--- src/rtl/core/b64cc_pkg.sv ---
// Shared types, constants and the base64 alphabet decode for the chunk collector.
// No dependencies; imported by every module under rtl/core.
package b64cc_pkg;

   // sizing of the cover memory
   localparam int MAX_COVER_BYTES = 262144;
   localparam int CAPACITY_MARGIN = 256;
   localparam int ADDR_W          = 19;
   localparam int SIZE_W          = 20;
   localparam int ACC_W           = 12;
   localparam int PEND_W          = 3;
   localparam int SEXTET_W        = 6;
   localparam int BYTE_W          = 8;
   localparam int NEED_W          = SIZE_W + 1;

   // beat layouts
   localparam int REQ_DATA_W = 32;
   localparam int RSP_DATA_W = 56;
   localparam int RSP_USED_W = 1 + ADDR_W + BYTE_W + 1 + 1 + ADDR_W;

   // sextet values of the two punctuation characters
   localparam logic [SEXTET_W-1:0] SEXTET_PLUS  = 6'd62;
   localparam logic [SEXTET_W-1:0] SEXTET_SLASH = 6'd63;

   typedef enum logic [1:0] {
      ACT_START = 2'd0,
      ACT_CHAR  = 2'd1,
      ACT_BOUND = 2'd2,
      ACT_END   = 2'd3
   } action_type;

   // classified item handed from front to back
   typedef struct packed {
      action_type                act;
      logic                      sextet_ok;
      logic [SEXTET_W-1:0]       sextet;
      logic                      size_ok;
      logic [ADDR_W-1:0]         need;
   } cmd_type;

   // one result beat
   typedef struct packed {
      logic [ADDR_W-1:0] byte_count;
      logic              collecting;
      logic              cover_ready;
      logic [BYTE_W-1:0] write_byte;
      logic [ADDR_W-1:0] write_addr;
      logic              write_valid;
   } rsp_type;

   typedef struct packed {
      logic                ok;
      logic [SEXTET_W-1:0] value;
   } sextet_type;

   // standard alphabet: A-Z, a-z, 0-9, '+', '/'; anything else is not ok
   function automatic sextet_type decode_sextet(input logic [BYTE_W-1:0] ch);
      sextet_type r;
      r.ok    = 1'b1;
      r.value = '0;
      if (ch >= 8'h41 && ch <= 8'h5A) begin
         r.value = SEXTET_W'(ch - 8'h41);
      end else if (ch >= 8'h61 && ch <= 8'h7A) begin
         r.value = SEXTET_W'(ch - 8'h61 + 8'd26);
      end else if (ch >= 8'h30 && ch <= 8'h39) begin
         r.value = SEXTET_W'(ch - 8'h30 + 8'd52);
      end else if (ch == 8'h2B) begin
         r.value = SEXTET_PLUS;
      end else if (ch == 8'h2F) begin
         r.value = SEXTET_SLASH;
      end else begin
         r.ok = 1'b0;
      end
      return r;
   endfunction

endpackage

--- src/rtl/core/b64cc_front.sv ---
// Front end: classifies an incoming beat (alphabet decode, size check, capacity need).
// Depends on b64cc_pkg.
module b64cc_front (
   input  logic [1:0]                           action,
   input  logic [b64cc_pkg::BYTE_W-1:0]         character,
   input  logic [b64cc_pkg::SIZE_W-1:0]         announced_size,
   output b64cc_pkg::cmd_type                   cmd
);
   import b64cc_pkg::*;

   sextet_type          sx;
   logic [NEED_W-1:0]   size_wide;
   logic [NEED_W-1:0]   need_wide;

   // alphabet lookup
   assign sx = decode_sextet(character);

   // size check and capacity need
   assign size_wide = {1'b0, announced_size};
   assign need_wide = size_wide + NEED_W'(CAPACITY_MARGIN);

   always_comb begin
      cmd.act       = action_type'(action);
      cmd.sextet_ok = sx.ok;
      cmd.sextet    = sx.value;
      cmd.size_ok   = (announced_size != '0) && (size_wide <= NEED_W'(MAX_COVER_BYTES));
      cmd.need      = need_wide[ADDR_W-1:0];
   end

endmodule

--- src/rtl/core/b64cc_queue.sv ---
// Two-entry queue of classified commands between front and back.
// Depends on b64cc_pkg.
module b64cc_queue (
   input  logic               clock,
   input  logic               reset,
   input  logic               push,
   input  b64cc_pkg::cmd_type push_cmd,
   output logic               full,
   input  logic               pop,
   output logic               avail,
   output b64cc_pkg::cmd_type head_cmd
);
   import b64cc_pkg::*;

   cmd_type     entries_ff [2];
   logic        wr_ptr_ff, wr_ptr_in;
   logic        rd_ptr_ff, rd_ptr_in;
   logic [1:0]  count_ff, count_in;

   // pointers and fill count
   always_comb begin
      wr_ptr_in = push ? ~wr_ptr_ff : wr_ptr_ff;
      rd_ptr_in = pop  ? ~rd_ptr_ff : rd_ptr_ff;
      count_in  = count_ff + 2'(push) - 2'(pop);
   end

   always_ff @(posedge clock) begin
      if (reset) begin
         wr_ptr_ff <= 1'b0;
         rd_ptr_ff <= 1'b0;
         count_ff  <= '0;
      end else begin
         wr_ptr_ff <= wr_ptr_in;
         rd_ptr_ff <= rd_ptr_in;
         count_ff  <= count_in;
      end
   end

   // storage
   always_ff @(posedge clock) begin
      if (push) begin
         entries_ff[wr_ptr_ff] <= push_cmd;
      end
   end

   assign full     = count_ff[1];
   assign avail    = count_ff != '0;
   assign head_cmd = entries_ff[rd_ptr_ff];

endmodule

--- src/rtl/core/b64cc_back.sv ---
// Back end: collector state, bit accumulator and the registered result beat.
// Depends on b64cc_pkg.
module b64cc_back (
   input  logic               clock,
   input  logic               reset,
   input  logic               avail,
   input  b64cc_pkg::cmd_type cmd,
   output logic               pop,
   output logic               rsp_valid,
   input  logic               rsp_ready,
   output b64cc_pkg::rsp_type rsp
);
   import b64cc_pkg::*;

   logic              coll_ff, coll_in;
   logic [ADDR_W-1:0] cap_ff, cap_in;
   logic [ADDR_W-1:0] len_ff, len_in;
   logic [ACC_W-1:0]  acc_ff, acc_in;
   logic [PEND_W-1:0] pend_ff, pend_in;
   logic              out_valid_ff, out_valid_in;
   rsp_type           out_ff, out_in;

   logic [3:0]        bits;
   logic [ACC_W-1:0]  acc_shifted;
   logic [ACC_W-1:0]  byte_src;

   // take a command whenever the result register is free or draining
   assign pop = avail && (!out_valid_ff || rsp_ready);

   // accumulator arithmetic for a character
   always_comb begin
      bits        = 4'(pend_ff) + 4'd6;
      acc_shifted = {acc_ff[ACC_W-SEXTET_W-1:0], cmd.sextet};
      byte_src    = acc_shifted >> (bits - 4'd8);
   end

   // command execution
   always_comb begin
      coll_in = coll_ff;
      cap_in  = cap_ff;
      len_in  = len_ff;
      acc_in  = acc_ff;
      pend_in = pend_ff;
      out_in  = '0;
      unique case (cmd.act)
         ACT_START: begin
            acc_in  = '0;
            pend_in = '0;
            if (!cmd.size_ok) begin
               coll_in = 1'b0;
            end else begin
               if (cap_ff < cmd.need) cap_in = cmd.need;
               len_in  = '0;
               coll_in = 1'b1;
            end
         end
         ACT_CHAR: begin
            if (coll_ff && cmd.sextet_ok) begin
               acc_in = acc_shifted;
               if (bits >= 4'd8) begin
                  pend_in = PEND_W'(bits - 4'd8);
                  if (len_ff < cap_ff) begin
                     out_in.write_valid = 1'b1;
                     out_in.write_addr  = len_ff;
                     out_in.write_byte  = byte_src[BYTE_W-1:0];
                     len_in             = len_ff + 1'b1;
                  end
               end else begin
                  pend_in = PEND_W'(bits);
               end
            end
         end
         ACT_BOUND: begin
            acc_in  = '0;
            pend_in = '0;
         end
         ACT_END: begin
            acc_in  = '0;
            pend_in = '0;
            out_in.cover_ready = coll_ff && (len_ff != '0);
            coll_in = 1'b0;
         end
         default: begin
            acc_in = acc_ff;
         end
      endcase
      out_in.collecting = coll_in;
      out_in.byte_count = len_in;
      out_valid_in = pop ? 1'b1 : (out_valid_ff && !rsp_ready);
   end

   // control state
   always_ff @(posedge clock) begin
      if (reset) begin
         coll_ff      <= 1'b0;
         cap_ff       <= '0;
         len_ff       <= '0;
         acc_ff       <= '0;
         pend_ff      <= '0;
         out_valid_ff <= 1'b0;
      end else begin
         out_valid_ff <= out_valid_in;
         if (pop) begin
            coll_ff <= coll_in;
            cap_ff  <= cap_in;
            len_ff  <= len_in;
            acc_ff  <= acc_in;
            pend_ff <= pend_in;
         end
      end
   end

   // result beat payload
   always_ff @(posedge clock) begin
      if (pop) out_ff <= out_in;
   end

   assign rsp_valid = out_valid_ff;
   assign rsp       = out_ff;

   // held bit count only ever takes even values
   a_pend_even: assert property (@(posedge clock) disable iff (reset)
      pend_ff[0] == 1'b0) else $error("odd pending bit count");

   // length never passes capacity
   a_len_cap: assert property (@(posedge clock) disable iff (reset)
      len_ff <= cap_ff) else $error("length above capacity");

   // a written byte advances the reported count by one
   a_write_count: assert property (@(posedge clock) disable iff (reset)
      (out_valid_ff && out_ff.write_valid) |->
      (out_ff.byte_count == out_ff.write_addr + 1'b1))
      else $error("byte count does not follow write address");

   // ready and write never share a beat
   a_ready_excl: assert property (@(posedge clock) disable iff (reset)
      out_valid_ff |-> !(out_ff.cover_ready && out_ff.write_valid))
      else $error("cover ready alongside a write");

endmodule

--- src/rtl/core/base64_chunk_collector_unit.sv ---
// Base64 chunk collector: decodes chunked base64 text into cover-memory writes.
// Path: beats pass a two-entry queue, then a response register; these decouple the two sides.
// Throughput: one beat per cycle while rsp_tready stays high.
// Reset: synchronous, active high; clears collecting state, capacity, length and accumulator.
// Depends on b64cc_pkg, b64cc_front, b64cc_queue, b64cc_back.
module base64_chunk_collector_unit (
   input  logic                                  clock,
   input  logic                                  reset,
   input  logic                                  req_tvalid,
   output logic                                  req_tready,
   // [7:0] character, [27:8] announced_size, [31:28] zero
   input  logic [b64cc_pkg::REQ_DATA_W-1:0]      req_tdata,
   // [1:0] action
   input  logic [1:0]                            req_tuser,
   output logic                                  rsp_tvalid,
   input  logic                                  rsp_tready,
   // [0] write_valid, [19:1] write_addr, [27:20] write_byte, [28] cover_ready,
   // [29] collecting, [48:30] byte_count, [55:49] zero
   output logic [b64cc_pkg::RSP_DATA_W-1:0]      rsp_tdata
);
   import b64cc_pkg::*;

   cmd_type front_cmd;
   cmd_type head_cmd;
   rsp_type rsp;
   logic    q_full;
   logic    q_avail;
   logic    q_pop;
   logic    q_push;

   // classify the request beat
   b64cc_front u_front (
      .action         (req_tuser),
      .character      (req_tdata[BYTE_W-1:0]),
      .announced_size (req_tdata[BYTE_W+SIZE_W-1:BYTE_W]),
      .cmd            (front_cmd)
   );

   assign req_tready = !q_full;
   assign q_push     = req_tvalid && req_tready;

   b64cc_queue u_queue (
      .clock    (clock),
      .reset    (reset),
      .push     (q_push),
      .push_cmd (front_cmd),
      .full     (q_full),
      .pop      (q_pop),
      .avail    (q_avail),
      .head_cmd (head_cmd)
   );

   b64cc_back u_back (
      .clock     (clock),
      .reset     (reset),
      .avail     (q_avail),
      .cmd       (head_cmd),
      .pop       (q_pop),
      .rsp_valid (rsp_tvalid),
      .rsp_ready (rsp_tready),
      .rsp       (rsp)
   );

   // pack the response beat
   assign rsp_tdata = {(RSP_DATA_W-RSP_USED_W)'(0), rsp};

endmodule

--- config.mk ---
export PLATFORM = sky130hd
export DESIGN_NAME = base64_chunk_collector_unit
export DESIGN_NICKNAME = d
export VERILOG_FILES = /design/src/rtl/core/b64cc_pkg.sv /design/src/rtl/core/b64cc_front.sv /design/src/rtl/core/b64cc_queue.sv /design/src/rtl/core/b64cc_back.sv /design/src/rtl/core/base64_chunk_collector_unit.sv
export SDC_FILE = /design/constraint.sdc
export NUM_CORES = 1
export LEC_CHECK = 0
export ABC_AREA = 1
export BUFFER_PORTS_ARGS = -buffer_cell sky130_fd_sc_hd__buf_2
export CORE_ASPECT_RATIO = 1.25
export CORE_MARGIN = 2
export CORE_UTILIZATION = 40
export DETAILED_ROUTE_END_ITERATION = 12
export SLEW_MARGIN = 15
export SYNTH_ARGS = -nofsm -noshare
export SYNTH_HDL_FRONTEND = slang
export SYNTH_SLANG_ARGS = --single-unit
--- constraint.sdc ---
create_clock -name clock -period 4.5 [get_ports clock]
set_input_delay 0.675 -clock clock [delete_from_list [all_inputs] [get_ports clock]]
set_output_delay 0.675 -clock clock [all_outputs]
set_load 0.02 [all_outputs]
==> results by group <==
Run status
  • Run status: complete, no violations

Yosys
  • Fraction of post-synthesis cell area in the top cell type by area: 0.373
  • Ys Warns: 0
  • Number of instances in the synthesized netlist: 995
  • Average cell area after synthesis: 8.65 µm²
  • Largest area contributor in the netlist: edfxtp_1
  • Share of cell area taken by muxes after synthesis: 0.0244
  • Post-synthesis instance area: 8610 µm²
  • Number of enable flip-flop cells after synthesis: 107
  • Area share of and/or/nand/nor cells after synthesis: 0.227
  • Area share of xor/xnor cells in the synthesized design: 0.0163
  • Register bit total from synthesis: 160
  • Most frequent cell after synthesis: nand2_1
  • Dominant register cell in the synthesized netlist: edfxtp_1
  • Area share of fa/ha/maj cells after synthesis: 0.0785
  • Cell types with the highest counts after synthesis: nand2_1 (219), inv_1 (130), nor2_1 (119)
  • Share of async-settable or async-resettable flops after synthesis: 0
  • Main combinational cell family by area after synthesis: simple AND/OR/NAND/NOR gates
  • Number of unique standard cell types used by synthesis: 46
  • Sequential area share after synthesis: 0.497
  • Share of the synthesized area in compound gates (AO/OA/AOI/OAI): 0.0784
  • Area contributors post-synth: edfxtp_1 (37%), dfxtp_1 (12%), nand2_1 (9.6%), ha_1 (7.9%), inv_1 (5.7%)

Clock network
  • Clock tree from TritonCTS: yes
  • CTS resizes: 0
  • Buffer type at the clock tree root: clkbuf_16
  • Number of clock buffers inserted by TritonCTS: 17
  • CTS H-Tree Depth: 4
  • Clock sink count: 160
  • Max Buffers Root-to-Sink: 2
  • Clock latency of the later-clocked register in the worst-skew pair: 0.43 ns
  • Hold Buf Count CTS: 0
  • Post-CTS repair timing setup buffer count: 0
  • Clk pin slew, worst setup/hold paths: 0.06 ns

Timing
  • Final count of negative-setup-slack endpoints: 0
  • Number of failing hold endpoints at the final stage: 0
  • RSZ-0062 raised after global routing: no
  • Actual slew at the worst max-slew pin: 0.822 ns
  • Final critical-path setup slack: 1.24 ns
  • Slew headroom: 0.452
  • Sum Neg Setup Slack: 0 ns
  • Achievable frequency: 306 MHz
  • Final cycle utilization of the critical path: 0.726
  • Tmin final: 3.26 ns
  • Pins Over Slew Limit: 0
  • Final Skew: 0.00892 ns

Setup path
  • CP most frequent cell: inv_1
  • Data arrival time of the critical path: 3.52 ns
  • Number of buffer and inverter stages on the critical path: 3
  • Highest cell delay on the worst timing path: 0.75 ns
  • R2R cell count: 8
  • CP Launch Type: flip-flop
  • Worst path depth: 8
  • Data required time at the worst endpoint: 4.75 ns
  • CP Class: reg2reg
  • Cells along the critical path: inv_1 -> or2_2 -> o21ai_0 -> ha_1 -> inv_1 -> nor3_4 -> inv_2 -> a211oi_1
  • Critical Path Sink Type: flip-flop
  • Dominant delay contributor by cell family on the critical path: adder cells
  • Critical path fanouts, max: 25
  • Crit path max-delay cell type: ha_1

Finish
  • Area growth from synthesis to final layout: 15.0%
  • Inserted Diodes: 0
  • Number of nets in the layout: 1,170
  • Proportion of layout cells with a drive suffix above 1: 0.129
  • Filler instances: 2,080

Floorplan
  • Core area: 21,300 µm²
  • Die height: 168 µm
  • Boundary Pins: 96
  • Die area: 22,700 µm²
  • Std-Cell Rows: 60
  • Die boundary width: 135 µm
  • Initial core utilization: 0.404

Placement
  • Pre-CTS setup slack: 1.19 ns
  • Sum of net half-perimeters after detailed placement: 13,100 µm
  • Final estimated routing congestion in global placement: 0.883
  • Port Buffers: 84

Drt
  • Total DRC errors in the routed layout: 0
  • Average wire length per cell after detail routing: 13.0 µm
  • Antenna Violating Nets Remaining: 0
  • Routed WL: 17,800 µm
  • Avg Vias per Cell: 4.76
  • Via Count: 6,513
  • Count of TritonRoute iterations in the first routing pass: 5
  • Iteration-0 DRC Markers: 399

Global route
  • Global-route wire length before repair: 29,800 µm
  • Overall track demand over capacity in global routing: 0.164
  • Antenna violations before repair: 0
  • Number of global-route vias before repair: 6,077
  • Final global-route overflow total: 0
  • Pin count of the biggest net entering global routing: 70

Power
  • Power Dens Cells: 634 nW/µm²
  • Static Leak: 4.35 nW
  • Largest vdd supply drop: 0.266 mV
  • Overall power after layout: 0.00628 W

Job
  • Max capacitance violation total: 0

Min path
  • Classification of the worst-slack hold path: in2reg
  • Number of stages on the worst hold path: 1
-- final timing paths --
check | end | slack, ns | from
min reg2reg | flip-flop | 0.46 | u_queue.rd_ptr_ff$_SDFFE_PP0P_
max reg2reg | u_back.rsp[26]$_SDFFCE_PN0P_ | 1.24 | flip-flop
min | u_queue.entries_ff[1][7]$_DFFE_PP_ | 0.45 | req_tdata[15]
max | u_back.rsp[26]$_SDFFCE_PN0P_ | 1.24 | flip-flop
-- area by class of cell --
| type | instances | area [µm²] | area share |
|---|---|---|---|
| Sequential cell | 160 | 4270 | 0.432 |
| Multi-Input combinational cell | 676 | 3690 | 0.373 |
| Inverter | 132 | 495 | 0.0501 |
| Timing Repair Buffer | 91 | 473 | 0.0478 |
| Clock buffer | 17 | 425 | 0.0430 |
| Tap cell | 279 | 349 | 0.0353 |
| Clock inverter | 14 | 189 | 0.0191 |
-- kinds of logic (layout without fill, tap and decap cells) --
group / count (synthesis) / count (layout)
and+or+nand+nor: 460 / 460
buffers and inverters: 165 / 254
DFF: 160 / 160
AOI/OAI and AO/OA: 118 / 118
adders and majority gates: 54 / 54
muxes: 21 / 21
xor gates and xnor gates: 16 / 16
other: 1 / 7
-- through the flow --
| step | cells | instance area [µm²] | utilization | hold WS (ns) |
|---|---|---|---|---|
| finish | 1369 | 9900 | 0.464 | 0.449 |
| global route | 1369 | 9900 | 0.464 | 0.440 |
| CTS | 1369 | 9900 | 0.464 | 0.433 |
| detailed placement | 1338 | 9280 | 0.435 | 0.440 |
| global placement | 1338 | 9280 | 0.435 | 0.435 |
| floorplan | 1001 | 8630 | - | 0.425 |
-- cell usage in the layout, fill, tap and decap left out, types with 2 or more instances in the layout --
cell type   synthesis  routed
buf_4               8       7
dfxtp_1            53      53
a21oi_1            50      50
nor3_4              2       2
ha_1               54      54
clkbuf_16           0      17
nor2_2              0       2
conb_1              1       7
nand2_2             2       2
a211oi_1            2       2
clkinv_1            0       3
nand3b_1            2       2
nand4_1             9       9
buf_2               6      84
or2_2               7       7
nand3_1            78      78
mux2i_1            21      21
nor4_1              5       5
clkinv_4            0       2
inv_1             130     129
nor2_1            119     117
o21ai_0            38      38
xor2_1             15      15
nor2_4              2       2
a22oi_1             4       4
o211ai_1            6       6
bufinv_16           0       4
edfxtp_1          107     107
inv_2               2       3
nor3_1             12      12
clkinvlp_4          0       3
inv_6               0       2
nand2_1           219     219
o21a_1              4       4
o2111ai_1           2       2
-- worst register-to-register path: stages (launching register included) --
cell	delay [ns]
dfxtp_1	0.50
inv_1	0.20
or2_2	0.30
o21ai_0	0.17
ha_1	0.75
inv_1	0.28
nor3_4	0.39
inv_2	0.26
a211oi_1	0.23
-- per-layer routing --
metal  vias to the layer above  global-route usage  wire length, µm
met5                         -                   0                0
met4                         0              0.0589              333
met3                        19              0.0325              524
met2                       117               0.279             8610
met1                      2921               0.208             8290
li1                       3456                   -                -
-- where the power goes --
part,switching (W),leakage (nW),total [W],internal [W]
Clock,0.000582,0.288,0.00151,0.000924
Combinational,0.00167,2.60,0.00243,0.000760
Sequential,0.000259,1.46,0.00234,0.00208
Total,0.00252,4.35,0.00628,0.00376
-- state kept, by name (all words and copies together), names as in the netlist, 2 cells and up, named ones only --
signal and cells:
u_back.acc_ff 6, u_back.pend_ff 2, u_back.rsp 49, u_back.cap_ff 19, u_back.len_ff 19, u_queue.count_ff 2, u_queue.entries_ff 58
No activity file was read; power rests on OpenSTA's default activity.
